==> src/rtl/tmse_pkg.sv <==
`default_nettype none
// ----------------------------------------------------------------------------
// tmse_pkg
// Shared sizes, command and status codes and the controller/datapath
// interface types of the Turing machine step engine.
// ----------------------------------------------------------------------------
package tmse_pkg;

  localparam int RULE_SLOTS     = 64;
  localparam int TAPE_CELLS     = 1024;
  localparam int SYMBOL_BITS    = 8;
  localparam int STATE_BITS     = 8;
  localparam int RULE_IDX_BITS  = $clog2(RULE_SLOTS);
  localparam int TAPE_ADDR_BITS = $clog2(TAPE_CELLS);
  localparam int CMD_BITS       = 3;
  localparam int STATUS_BITS    = 2;
  localparam int CFG_IDX_BITS   = 1;

  // command codes
  typedef enum logic [CMD_BITS-1:0] {
    CMD_LOAD_RULE  = 3'd0,
    CMD_WRITE_CELL = 3'd1,
    CMD_READ_CELL  = 3'd2,
    CMD_START      = 3'd3,
    CMD_STEP       = 3'd4
  } cmd_t;

  // stop status codes
  typedef enum logic [STATUS_BITS-1:0] {
    STS_RUN       = 2'd0,
    STS_NO_RULE   = 2'd1,
    STS_OFF_LEFT  = 2'd2,
    STS_OFF_RIGHT = 2'd3
  } sts_t;

  // configuration register indexes
  localparam logic [CFG_IDX_BITS-1:0] CFG_INITIAL_STATE  = 1'b0;
  localparam logic [CFG_IDX_BITS-1:0] CFG_DEFAULT_SYMBOL = 1'b1;

  // controller -> datapath
  typedef struct packed {
    logic clear_en;    // clearing sweep write
    logic accept;      // input transaction taken
    logic dispatch;    // run the simple commands, build match vector
    logic select;      // lowest matching slot
    logic exec;        // fire the selected rule
    logic load_out;    // move result into output register
  } ctl_t;

  // datapath -> controller
  typedef struct packed {
    logic                clear_done;
    logic [CMD_BITS-1:0] cmd;
    logic                stopped;
    logic                out_free;
  } sts_bus_t;

endpackage : tmse_pkg
`default_nettype wire

==> src/rtl/tmse_ctrl.sv <==
`default_nettype none
// ----------------------------------------------------------------------------
// tmse_ctrl
// Sequencer: clearing sweep after reset, then accept / dispatch /
// select / exec (running steps only) / result for each transaction.
// ----------------------------------------------------------------------------
module tmse_ctrl (
  input  wire logic               clk,
  input  wire logic               rst_n,
  input  wire logic               in_valid,
  output logic                    in_stall,
  input  wire tmse_pkg::sts_bus_t sts,
  output tmse_pkg::ctl_t          ctl
);

  typedef enum logic [2:0] {
    S_CLEAR,
    S_IDLE,
    S_DISPATCH,
    S_SELECT,
    S_EXEC,
    S_RESULT
  } state_t;

  state_t state_r;
  logic   step_run;

  assign in_stall = (state_r != S_IDLE);
  assign step_run = (sts.cmd == tmse_pkg::CMD_STEP) && !sts.stopped;

  always_comb begin
    ctl          = '0;
    ctl.clear_en = (state_r == S_CLEAR);
    ctl.accept   = (state_r == S_IDLE) && in_valid;
    ctl.dispatch = (state_r == S_DISPATCH);
    ctl.select   = (state_r == S_SELECT);
    ctl.exec     = (state_r == S_EXEC);
    ctl.load_out = (state_r == S_RESULT) && sts.out_free;
  end

  always_ff @(posedge clk) begin
    if (!rst_n) begin
      state_r <= S_CLEAR;
    end else begin
      unique case (state_r)
        S_CLEAR: begin
          if (sts.clear_done) state_r <= S_IDLE;
        end
        S_IDLE: begin
          if (in_valid) state_r <= S_DISPATCH;
        end
        S_DISPATCH: begin
          state_r <= step_run ? S_SELECT : S_RESULT;
        end
        S_SELECT: begin
          state_r <= S_EXEC;
        end
        S_EXEC: begin
          state_r <= S_RESULT;
        end
        S_RESULT: begin
          if (sts.out_free) state_r <= S_IDLE;
        end
        default: begin
          state_r <= S_IDLE;
        end
      endcase
    end
  end

endmodule : tmse_ctrl
`default_nettype wire

==> config.mk <==
export PLATFORM = sky130hd
export DESIGN_NAME = tmse_ctrl
export DESIGN_NICKNAME = d
export VERILOG_FILES = /design/src/rtl/tmse_pkg.sv /design/src/rtl/tmse_ctrl.sv
export SDC_FILE = /design/constraint.sdc
export NUM_CORES = 1
export LEC_CHECK = 0
export CAP_MARGIN = 30
export CELL_PAD_IN_SITES_DETAIL_PLACEMENT = 1
export CELL_PAD_IN_SITES_GLOBAL_PLACEMENT = 1
export CORE_AREA = 2 2 39 41
export CTS_CLUSTER_SIZE = 30
export DETAILED_ROUTE_END_ITERATION = 8
export DIE_AREA = 0 0 41 43
export DONT_BUFFER_PORTS = 1
export GPL_TIMING_DRIVEN = 0
export PLACE_DENSITY = 0.52
export SLEW_MARGIN = 0
export SYNTH_ARGS = -nofsm -noshare
export SYNTH_HDL_FRONTEND = slang
export SYNTH_SLANG_ARGS = --single-unit
export TNS_END_PERCENT = 50
==> constraint.sdc <==
create_clock -name clk -period 1.38 [get_ports clk]
set_input_delay 0.069 -clock clk [delete_from_list [all_inputs] [get_ports clk]]
set_output_delay 0.069 -clock clk [all_outputs]
set_load 0.01 [all_outputs]
---- Yosys cells after proc, flatten, opt, wreduce, memory -nomap -nowiden ----
Index checks and enable logic that the tools add are counted.
Widths: inputs -> output; s select.
operators by class
  muxes and demuxes ....................... 5
  reduce and logical (&&, ||, !) cells .... 6
  equal/unequal tests ..................... 10
operator list
  operator            count
  $pmux 3 s6          1
  $mux 3              4
  $eq 3x3->1 const B  3
  $eq 3x2->1 const B  2
  $ne 2x2->1 const B  3
  $eq 3x1->1 const B  1
  $logic_and 1x1->1   3
  $logic_not 3->1     1
  $ne 3x1->1 const B  1
  $reduce_and 3->1    1
  $logic_not 1->1     1
word-level totals
  output and inout bits ................... 7
  flip-flop bits (word level) ............. 3
  logic and storage cells ................. 22

---- Logic depth before layout (Yosys ltp) ----
Gate-level depths: netlist (run 1).
  depth in word-level cells ............... 4
  gate-level depth with buffers ........... 4
  gate-level depth less buffers ........... 3

---- Least setup slack after synthesis (run 1) ----
OpenSTA, ideal clock, no wires.
  kind .................................... register to register
  start point ............................. register state_r[0]
  end point ............................... register state_r[2]
  data arrival time ....................... 1.035 ns
  buffers on the path ..................... 1
  library setup time ...................... 0.127 ns
  period minus slack after synthesis ...... 1.162 ns
  stages on the path, launching flop included .. 5
  setup slack ............................. 0.218 ns
  cell sequence ........................... dfxtp_1 -> buf_2 -> mux2_2 -> o31ai_1 -> a31oi_1
between the ends
  cells in the longest elaborated chain, start to end .. 3
  elaborated cells between the ends (all ways) .. 11
  classes of those cells .................. eq/ne: 8; mux: 1; reduce/logical: 2
RTL lines
  what                                      line             source
  from (decl)                               tmse_ctrl.sv:25  state_t state_r;
  from (signal assigned)                    tmse_ctrl.sv:53  state_r <= step_run ? S_SELECT : S_RESULT;
  $eq 3x3->1, or another cell as far along  tmse_ctrl.sv:45  unique case (state_r)
  $ne 2x2->1 (no line)                      n/a
  $reduce_and 3->1 (no line)                n/a
Parallel ways exist; a longest one is shown, timed or not.
A chain may end at the register's enable or synchronous reset.

==> results of run 1 <==
[area by class of cell]
class | count | area (um2) | area share
Inverter | 2 | 7.51 | 0.0235
Timing Repair Buffer | 1 | 10.0 | 0.0314
Sequential cell | 3 | 60.1 | 0.188
Buffer | 3 | 23.8 | 0.0745
Multi-Input combinational cell | 24 | 171 | 0.537
Clock buffer | 4 | 26.3 | 0.0824
Tap cell | 16 | 20.0 | 0.0627
[worst max-delay path: stages, from the launching register on]
cell	delay, ps
dfxtp_1	290
buf_4	160
or3b_4	410
nor2_2	150
[layer usage]
layer  wire (um)  up-vias  global-route usage
li1            -      127                   -
met2         345       11               0.128
met1         264      121              0.0955
met5           0        -                   0
met3          55        0              0.0419
met4           0        0               0.120
[cell families after synthesis]
family,after synthesis,share of synthesized area
multiplexers,2,0.0833
buffers and inverters,5,0.123
flip-flops,3,0.235
AND/OR/NAND/NOR,14,0.348
AO/OA/AOI/OAI,8,0.211
[Yosys cell counts]
master    count
a31oi_1       2
nand2b_1      1
and4_1        1
nor4_1        1
inv_1         2
nand2_1       1
buf_2         1
nor2_1        2
o21ai_0       1
nor3_1        1
and3_1        1
or2b_1        1
a21oi_1       1
mux2i_1       1
or3_1         1
mux2_2        1
o31ai_1       2
dfxtp_1       3
o31a_1        1
buf_4         1
nor3b_1       1
and2_1        1
o21a_1        1
or3b_4        1
nor2b_1       1
buf_6         1
[how the worst min path moves through the flow]
stage               cells past startpoint   start                 endpoint
floorplan                               1   rst_n  state_r[0]$_SDFFE_PN0P_
global placement                        1   rst_n  state_r[0]$_SDFFE_PN0P_
detailed placement                      1   rst_n  state_r[0]$_SDFFE_PN0P_
CTS                                     2  sts[5]  state_r[0]$_SDFFE_PN0P_
global route                            2  sts[5]  state_r[0]$_SDFFE_PN0P_
finish                                  2  sts[5]  state_r[0]$_SDFFE_PN0P_
[per-stage QoR]
stage,total power [uW],hold slack [ps]
detailed placement,258,194
finish,416,59.9
CTS,423,56.2
global route,442,83.6
floorplan,232,186
global placement,254,195
[power by group]
part | switching (uW) | leakage, uW | internal [uW]
Clock | 45.7 | 0.0000150 | 108
Sequential | 5.95 | 0.0000248 | 100
Combinational | 86.8 | 0.0000844 | 68.4
[timing repair]
action	CTS	global route
hold buffers	1	0
endpoints found under the setup margin	1	1
resized for setup	1	1
endpoints found under the hold margin	3	0
==> summary.md, run 1 <==
| Metric | Value |
|---|---|
| CTS buffer count | `3` |
| Leak | `between 0.0001 and 0.00015 uW` |
| CP Launch Point | `state_r[2]$_SDFFE_PN0P_` |
| Core area | `1380 um2` |
| Crit path DAT | `1250 ps` |
| Required @ worst endpoint | `around 1300 ps` |
| Htree depth | `1` |
| Pin count of the biggest net entering global routing | `11` |
| Finished Core Util | `0.231` |
| Layout Skew | `about 3.7 ps` |
| First-pass GRT wire length | `roughly 1100 um` |
| Top reg by flops | `state_r` |
| Overall routing resource usage | `0.0971` |
| Post-synthesis register bit count | `3` |
| Initial antenna violation count | `0` |
| Number of global-route vias before repair | `roughly 280` |
| Final Max Tran Viols | `0` |
| Cell Pwr Density | `about 1300 nW/um2` |
| Max_cap viols | `0` |
| DRC | `0` |
| Final wirelength | `665 um` |
| Area leader, netlist | `dfxtp_1` |
| Mapped Cells | `32` |
| 1st-pass router iterations | `2` |
| Vias per cell | `4.89` |
| Worst-path clk slew | `~40 ps` |
| Post-Syn Nets | `between 40 and 50` |
| Row count | `14` |
| TritonCTS clock tree | `yes` |
| CTS Sinks | `3` |
| Critical Path Source Type | `flip-flop` |
| Buffer count from post-CTS setup fixing | `0` |
| Worst-Skew Late Latency | `between 200 and 250 ps` |
| Port Buffer Count | `0` |
| Largest regs | `state_r: 3 flops` |
| Reg2reg path depth | `4` |
| Antenna-violating nets left | `0` |
| Worst-Margin Slew | `approximately 380 ps` |
| Sequential share of the synthesized area | `0.235` |
| CP Max Fanout | `10` |
| Die height | `43 um` |
| Status | `finished clean` |
| CTS root buffer | `clkbuf_4` |
| Initial Util | `0.184` |
| Final Hold Fails | `0` |
| Ant diodes | `0` |
| Dpl cells | `48` |
| Initial DRC count | `2` |
| Worst reg-to-reg setup slack | `around 80 ps` |
| TNS Setup | `0 ps` |
| Setup-failing EPs final | `0` |
| CTS max path bufs | `2` |
| YS warnings | `0` |
| Worst flop-to-flop path startpoint | `state_r[0]$_SDFFE_PN0P_` |
| Critical Path Sink Type | `primary output` |
| VDD IR max | `roughly 260 uV` |
| Min Tclk post-route | `roughly 1300 ps` |
| Fin crit share | `0.952` |
| Synth top area cells | `dfxtp_1 24%, o31ai_1 5.9%, a31oi_1 4.9%` |
| Distinct cells, synth | `26` |
| Post-Place Worst Slack | `roughly 80 ps` |
| Vias | `approximately 260` |
| Ports | `16` |
| Number of flip-flops in the largest register | `3` |
| Dpl cell area | `approximately 280 um2` |
| Slew HR | `0.745` |
| Final instance area | `around 320 um2` |
| Critical path destination | `ctl[4]` |
| Non-Filler Instances | `53` |
| Worst r2r dst | `state_r[2]$_SDFFE_PN0P_` |
| Layout filler cell count | `between 150 and 200` |
| Post-DP HPWL | `around 520 um` |
| RSZ-0062 raised after global routing | `no` |
| Routability congestion estimate | `roughly 0.76` |
| Die area | `about 1800 um2` |
| Final WS setup | `65.7 ps` |
| Nets | `between 40 and 50` |
| Top cell type's share of synthesized area | `0.235` |
| Synth-to-Final Area Change | `25.0%` |
| Hold Path Class | `input port to flip-flop` |
| Synth Cell Area | `255 um2` |
| Syn avg cell area | `between 7 and 8 um2` |
| Most frequent cells in the layout | `3 x clkbuf_4, 3 x dfxtp_1, 2 x inv_1, 2 x a31oi_1, 2 x o31ai_1` |
| Die Wd | `41 um` |
| Wirelength per Cell | `about 13 um` |
| Fmax achieved | `0.761 GHz` |
| CP Class | `flip-flop to primary output` |
| Remaining global-route overflow | `0` |
| Layout cells sized above 1 | `0.270` |
No activity file was read; power rests on OpenSTA's default activity.
==> inputs of run 2 (changes only) <==
--- a/config.mk
+++ b/config.mk
@@ -14,7 +14,7 @@
 export DIE_AREA = 0 0 41 43
 export DONT_BUFFER_PORTS = 1
 export GPL_TIMING_DRIVEN = 0
-export PLACE_DENSITY = 0.52
+export PLACE_DENSITY = 0.53
 export SLEW_MARGIN = 0
 export SYNTH_ARGS = -nofsm -noshare
 export SYNTH_HDL_FRONTEND = slang
==> constraint.sdc (replaced) <==
create_clock -name clk -period 1.2 [get_ports clk]
set_input_delay 0.06 -clock clk [delete_from_list [all_inputs] [get_ports clk]]
set_output_delay 0.06 -clock clk [all_outputs]
set_load 0.01 [all_outputs]
==> summary.md, run 2 (synthesized netlist as in run 1, its figures left out) <==
| Metric | Value |
|---|---|
| Status | `complete, but fails checks` |
| Failing checks | `setup timing` |
| Crit path DAT | `approximately 1100 ps` |
| Worst-Margin Slew | `about 360 ps` |
| Initial antenna violation count | `0` |
| Final instance area | `355 um2` |
| Setup-failing EPs final | `1` |
| Critical Path Sink Type | `primary output` |
| Crit path cell chain | `or3b_4 > nor2_4` |
| Worst-Skew Late Latency | `230 ps` |
| Leak | `0.000137 uW` |
| Max_cap viols | `0` |
| Layout cells sized above 1 | `0.410` |
| Pin count of the biggest net entering global routing | `11` |
| Critical Path Source Type | `flip-flop` |
| Overall routing resource usage | `0.0932` |
| Antenna-violating nets left | `0` |
| Top reg by flops | `state_r` |
| CTS max path bufs | `2` |
| 1st-pass router iterations | `2` |
| TNS Setup | `-0.419 ps` |
| Number of global-route vias before repair | `approximately 260` |
| Fin crit share | `1.00` |
| Fmax achieved | `roughly 0.83 GHz` |
| Number of flip-flops in the largest register | `3` |
| Core area | `roughly 1400 um2` |
| Nets | `just under 50` |
| Hold WS | `46.7 ps` |
| Die height | `about 43 um` |
| Htree depth | `1` |
| CP Class | `flip-flop to primary output` |
| Dpl cells | `48` |
| Final wirelength | `a little under 800 um` |
| DRC | `0` |
| Post-DP HPWL | `between 500 and 600 um` |
| FF/Latch Area | `71.3 um2` |
| Cell Pwr Density | `between 1000 and 1500 nW/um2` |
| Die Wd | `a little over 40 um` |
| Post-Place Worst Slack | `-102 ps` |
| Die area | `between 1500 and 2000 um2` |
| Most frequent cells in the layout | `3 x clkbuf_4, 3 x buf_4, 3 x dfxtp_4, 2 x inv_1, 2 x a31oi_1` |
| Footprint of the multi-input gates | `roughly 180 um2` |
| RSZ-0062 raised after global routing | `yes` |
| Hold Path Class | `input port to flip-flop` |
| Vias | `between 200 and 300` |
| Row count | `14` |
| Vias per cell | `4.75` |
| Dpl cell area | `approximately 280 um2` |
| TritonCTS clock tree | `yes` |
| Worst-path clk slew | `40 ps` |
| Remaining global-route overflow | `0` |
| Largest regs | `state_r: 3 flops` |
| First-pass GRT wire length | `roughly 1100 um` |
| Final Max Tran Viols | `0` |
| Initial DRC count | `2` |
| Crit-path max cell delay | `approximately 430 ps` |
| Ports | `16` |
| VDD IR max | `about 510 uV` |
| Ant diodes | `0` |
| Final Hold Fails | `0` |
| CTS Sinks | `3` |
| Layout filler cell count | `~170` |
| Port Buffer Count | `0` |
| CTS root buffer | `clkbuf_4` |
| Initial Util | `0.184` |
| CTS buffer count | `3` |
| Final WS setup | `-0.419 ps` |
| CP Max Fanout | `4` |
| Routability congestion estimate | `0.772` |
| Slew HR | `0.756` |
| Layout Skew | `roughly 5.6 ps` |
| Non-Filler Instances | `55` |
| Wirelength per Cell | `~14 um` |
| Required @ worst endpoint | `roughly 1100 ps` |
| Min Tclk post-route | `about 1200 ps` |
| Worst path slowest cell | `or3b_4` |
| Synth-to-Final Area Change | `39.2%` |
[run 2: path summary, 6_finish.rpt]
check / slack (ps) / endpoint / start / depth (start not counted)
setup reg to reg: 10 / state_r[1]$_SDFFE_PN0P_ / state_r[0]$_SDFFE_PN0P_ / 3
setup / recovery: -0.4 / ctl[4] / state_r[0]$_SDFFE_PN0P_ / 2
hold reg to reg: 530 / state_r[0]$_SDFFE_PN0P_ / state_r[2]$_SDFFE_PN0P_ / 1
hold / removal: 50 / state_r[0]$_SDFFE_PN0P_ / sts[5] / 2
[run 2: power breakdown]
part | total (uW) | internal, uW | leakage [uW] | switching (uW)
logic | 187 | 92.4 | 0.0000958 | 94.9
clock network | 178 | 125 | 0.0000150 | 52.9
registers | 146 | 120 | 0.0000267 | 25.5
total | 511 | 337 | 0.000137 | 173
[run 2: per-stage QoR]
| step | power, uW | utilization |
|---|---|---|
| after floorplan | 267 | - |
| after global placement | 293 | 0.199 |
| after detailed placement | 297 | 0.199 |
| after CTS | 506 | 0.240 |
| after global routing | 552 | 0.257 |
| final | 511 | 0.257 |
[run 2: worst max-delay path, delay by kind of cell (launching register included)]
kind | cells | cell delay [ps]
flops | 1 | 360
simple gates | 2 | 550
[run 2: repair_timing]
item,4_1_cts,5_1_grt
cloned,0,1
endpoints found under the hold margin,3,0
hold buffers,1,0
gates resized for setup,6,6
setup endpoints to repair,3,6
pin swaps,2,2
buffers inserted,1,2
[run 2: layout make-up]
cell class,count,share of cell area
Multi-Input combinational cell,24,0.511
Inverter,2,0.0211
Clock buffer,4,0.0739
Tap cell,16,0.0563
Timing Repair Buffer,5,0.106
Sequential cell,3,0.201
Buffer,1,0.0317
[run 2: layer usage]
| metal | track usage | vias to the layer above | routed length (um) |
|---|---|---|---|
| li1 | - | 129 | - |
| met1 | 0.109 | 122 | 305 |
| met2 | 0.125 | 10 | 398 |
| met3 | 0.0524 | 0 | 71 |
| met4 | 0.0600 | 0 | 0 |
| met5 | 0 | - | 0 |
==> inputs of run 3 (changes only) <==
--- a/config.mk
+++ b/config.mk
@@ -13,7 +13,7 @@
 export DETAILED_ROUTE_END_ITERATION = 8
 export DIE_AREA = 0 0 41 43
 export DONT_BUFFER_PORTS = 1
-export GPL_TIMING_DRIVEN = 0
+export GPL_TIMING_DRIVEN = 1
 export PLACE_DENSITY = 0.53
 export SLEW_MARGIN = 0
 export SYNTH_ARGS = -nofsm -noshare
==> summary.md, run 3 (synthesized netlist as in run 1, its figures left out) <==
| Metric | Value |
|---|---|
| Htree depth | `1` |
| Setup-failing EPs final | `3` |
| Min Tclk post-route | `between 1000 and 1500 ps` |
| Number of flip-flops in the largest register | `3` |
| Ant diodes | `0` |
| Ports | `16` |
| Fin crit share | `1.02` |
| Critical Path Source Type | `flip-flop` |
| First-pass GRT wire length | `1320 um` |
| P_sw | `roughly 180 uW` |
| Top reg by flops | `state_r` |
| CP Max Fanout | `8` |
| Slew HR | `0.824` |
| Initial DRC count | `2` |
| Antenna-violating nets left | `0` |
| Dpl cells | `49` |
| Worst Min Path Start | `sts[5]` |
| Wirelength per Cell | `14.5 um` |
| CTS root buffer | `clkbuf_4` |
| Clk pwr share | `0.342` |
| Non-Filler Instances | `57` |
| Die Wd | `~41 um` |
| Largest regs | `state_r: 3 flops` |
| Die height | `between 40 and 50 um` |
| Core area | `between 1000 and 1500 um2` |
| WHS Endpoint | `state_r[0]$_SDFFE_PN0P_` |
| Status | `complete, but fails checks` |
| Worst-Skew Late Latency | `between 200 and 250 ps` |
| CTS max path bufs | `2` |
| Switch share | `0.340` |
| CP Class | `flip-flop to primary output` |
| Worst r2r dst | `state_r[1]$_SDFFE_PN0P_` |
| Worst-path clk slew | `~40 ps` |
| 1st-pass router iterations | `4` |
| Failing checks | `setup timing` |
| Power Total | `around 540 uW` |
| Synth-to-Final Area Change | `45.1%` |
| Sequential Power Share | `0.273` |
| Reg2reg path depth | `4` |
| Layout cells sized above 1 | `0.439` |
| Final wirelength | `827 um` |
| VDD IR max | `just over 500 uV` |
| Port Buffer Count | `0` |
| Hold Path Class | `input port to flip-flop` |
| Most common cell after layout, fill and taps aside | `buf_4` |
| Fmax achieved | `~0.81 GHz` |
| Post-Place Worst Slack | `-30.2 ps` |
| Die area | `between 1500 and 2000 um2` |
| Worst-Margin Slew | `262 ps` |
| Cell Int Power | `359 uW` |
| Initial antenna violation count | `0` |
| Most frequent cells in the layout | `6 x buf_4, 3 x clkbuf_4` |
| Cell Pwr Density | `roughly 1500 nW/um2` |
| Row count | `14` |
| Required @ worst endpoint | `approximately 1100 ps` |
| DRC | `0` |
| CTS Sinks | `3` |
| Nets | `51` |
| CTS buffer count | `3` |
| Initial Util | `0.184` |
| Overall routing resource usage | `0.116` |
| RSZ-0062 raised after global routing | `yes` |
| Layout Skew | `2.88 ps` |
| Final Hold Fails | `0` |
| Final WS setup | `-28.4 ps` |
| Number of global-route vias before repair | `291` |
| Routability congestion estimate | `0.764` |
| TritonCTS clock tree | `yes` |
| Worst flop-to-flop path startpoint | `state_r[0]$_SDFFE_PN0P_` |
| Crit path DAT | `1170 ps` |
| Vias | `around 280` |
| Max_cap viols | `0` |
| Leak | `0.000149 uW` |
| Critical Path Sink Type | `primary output` |
| TNS Setup | `-64.8 ps` |
| Pin count of the biggest net entering global routing | `11` |
| Vias per cell | `4.89` |
| Final Max Tran Viols | `0` |
| Finished Core Util | `0.268` |
| Layout filler cell count | `168` |
| Remaining global-route overflow | `0` |
| Comb power frac | `0.385` |
| Hold Path Depth | `2` |
| Worst reg-to-reg setup slack | `-10 ps` |
## run 3: cell count changes in the layout (fill, tap and decap cells not counted), sizes merged
cell / change
buf: +2
## run 3: worst max-delay path by stage
stage	startpoint	end	slack [ps]	depth (start not counted)
4_1_cts	state_r[0]$_SDFFE_PN0P_	in_stall	-30	2
6_report	state_r[2]$_SDFFE_PN0P_	ctl[4]	-30	2
5_1_grt	state_r[0]$_SDFFE_PN0P_	ctl[4]	-70	2
2_1_floorplan	state_r[0]$_SDFFE_PN0P_	state_r[2]$_SDFFE_PN0P_	40	4
3_3_place_gp	state_r[0]$_SDFFE_PN0P_	state_r[1]$_SDFFE_PN0P_	20	3
3_5_place_dp	state_r[0]$_SDFFE_PN0P_	state_r[2]$_SDFFE_PN0P_	-30	3
## run 3: repair_timing
action	in CTS	in global routing
setup buffers	0	3
hold buffers	1	0
gates resized for setup	5	5
endpoints found under the hold margin	3	0
pin swaps	0	2
setup endpoints to repair	7	5
## run 3: per-stage QoR
step | area [um2] | hold WS, ps
4_1_cts | 327 | 49.8
6_report | 370 | 51.5
3_5_place_dp | 282 | 183
3_3_place_gp | 282 | 192
2_1_floorplan | 255 | 177
5_1_grt | 370 | 76.4
## run 3: layout make-up
class,count,area (um2),area share
clock buffers,4,26.3,0.0709
inverters,2,7.51,0.0203
multi-input cells,24,181,0.490
flip-flops and latches,3,68.8,0.186
well taps,16,20.0,0.0541
repair buffers,8,66.3,0.179
## run 3: worst max-delay path, cell delays in order (launching register included)
cell and delay [ps]:
dfxtp_4 360, or3b_4 430, nor2_4 140
## run 3: routing by layer
layer | vias to the layer above | track usage | routed length, um
met5 | - | 0 | 0
met2 | 12 | 0.156 | 456
met1 | 131 | 0.141 | 298
met4 | 0 | 0.100 | 19
met3 | 2 | 0.0366 | 53
li1 | 134 | - | -
## run 3: power by group through the flow
stage	registers, uW	clock network, uW	logic [uW]
after floorplan	121	0	146
after global placement	145	0	153
after detailed placement	150	0	156
after CTS	153	187	162
after global routing	154	204	227
final	148	186	209
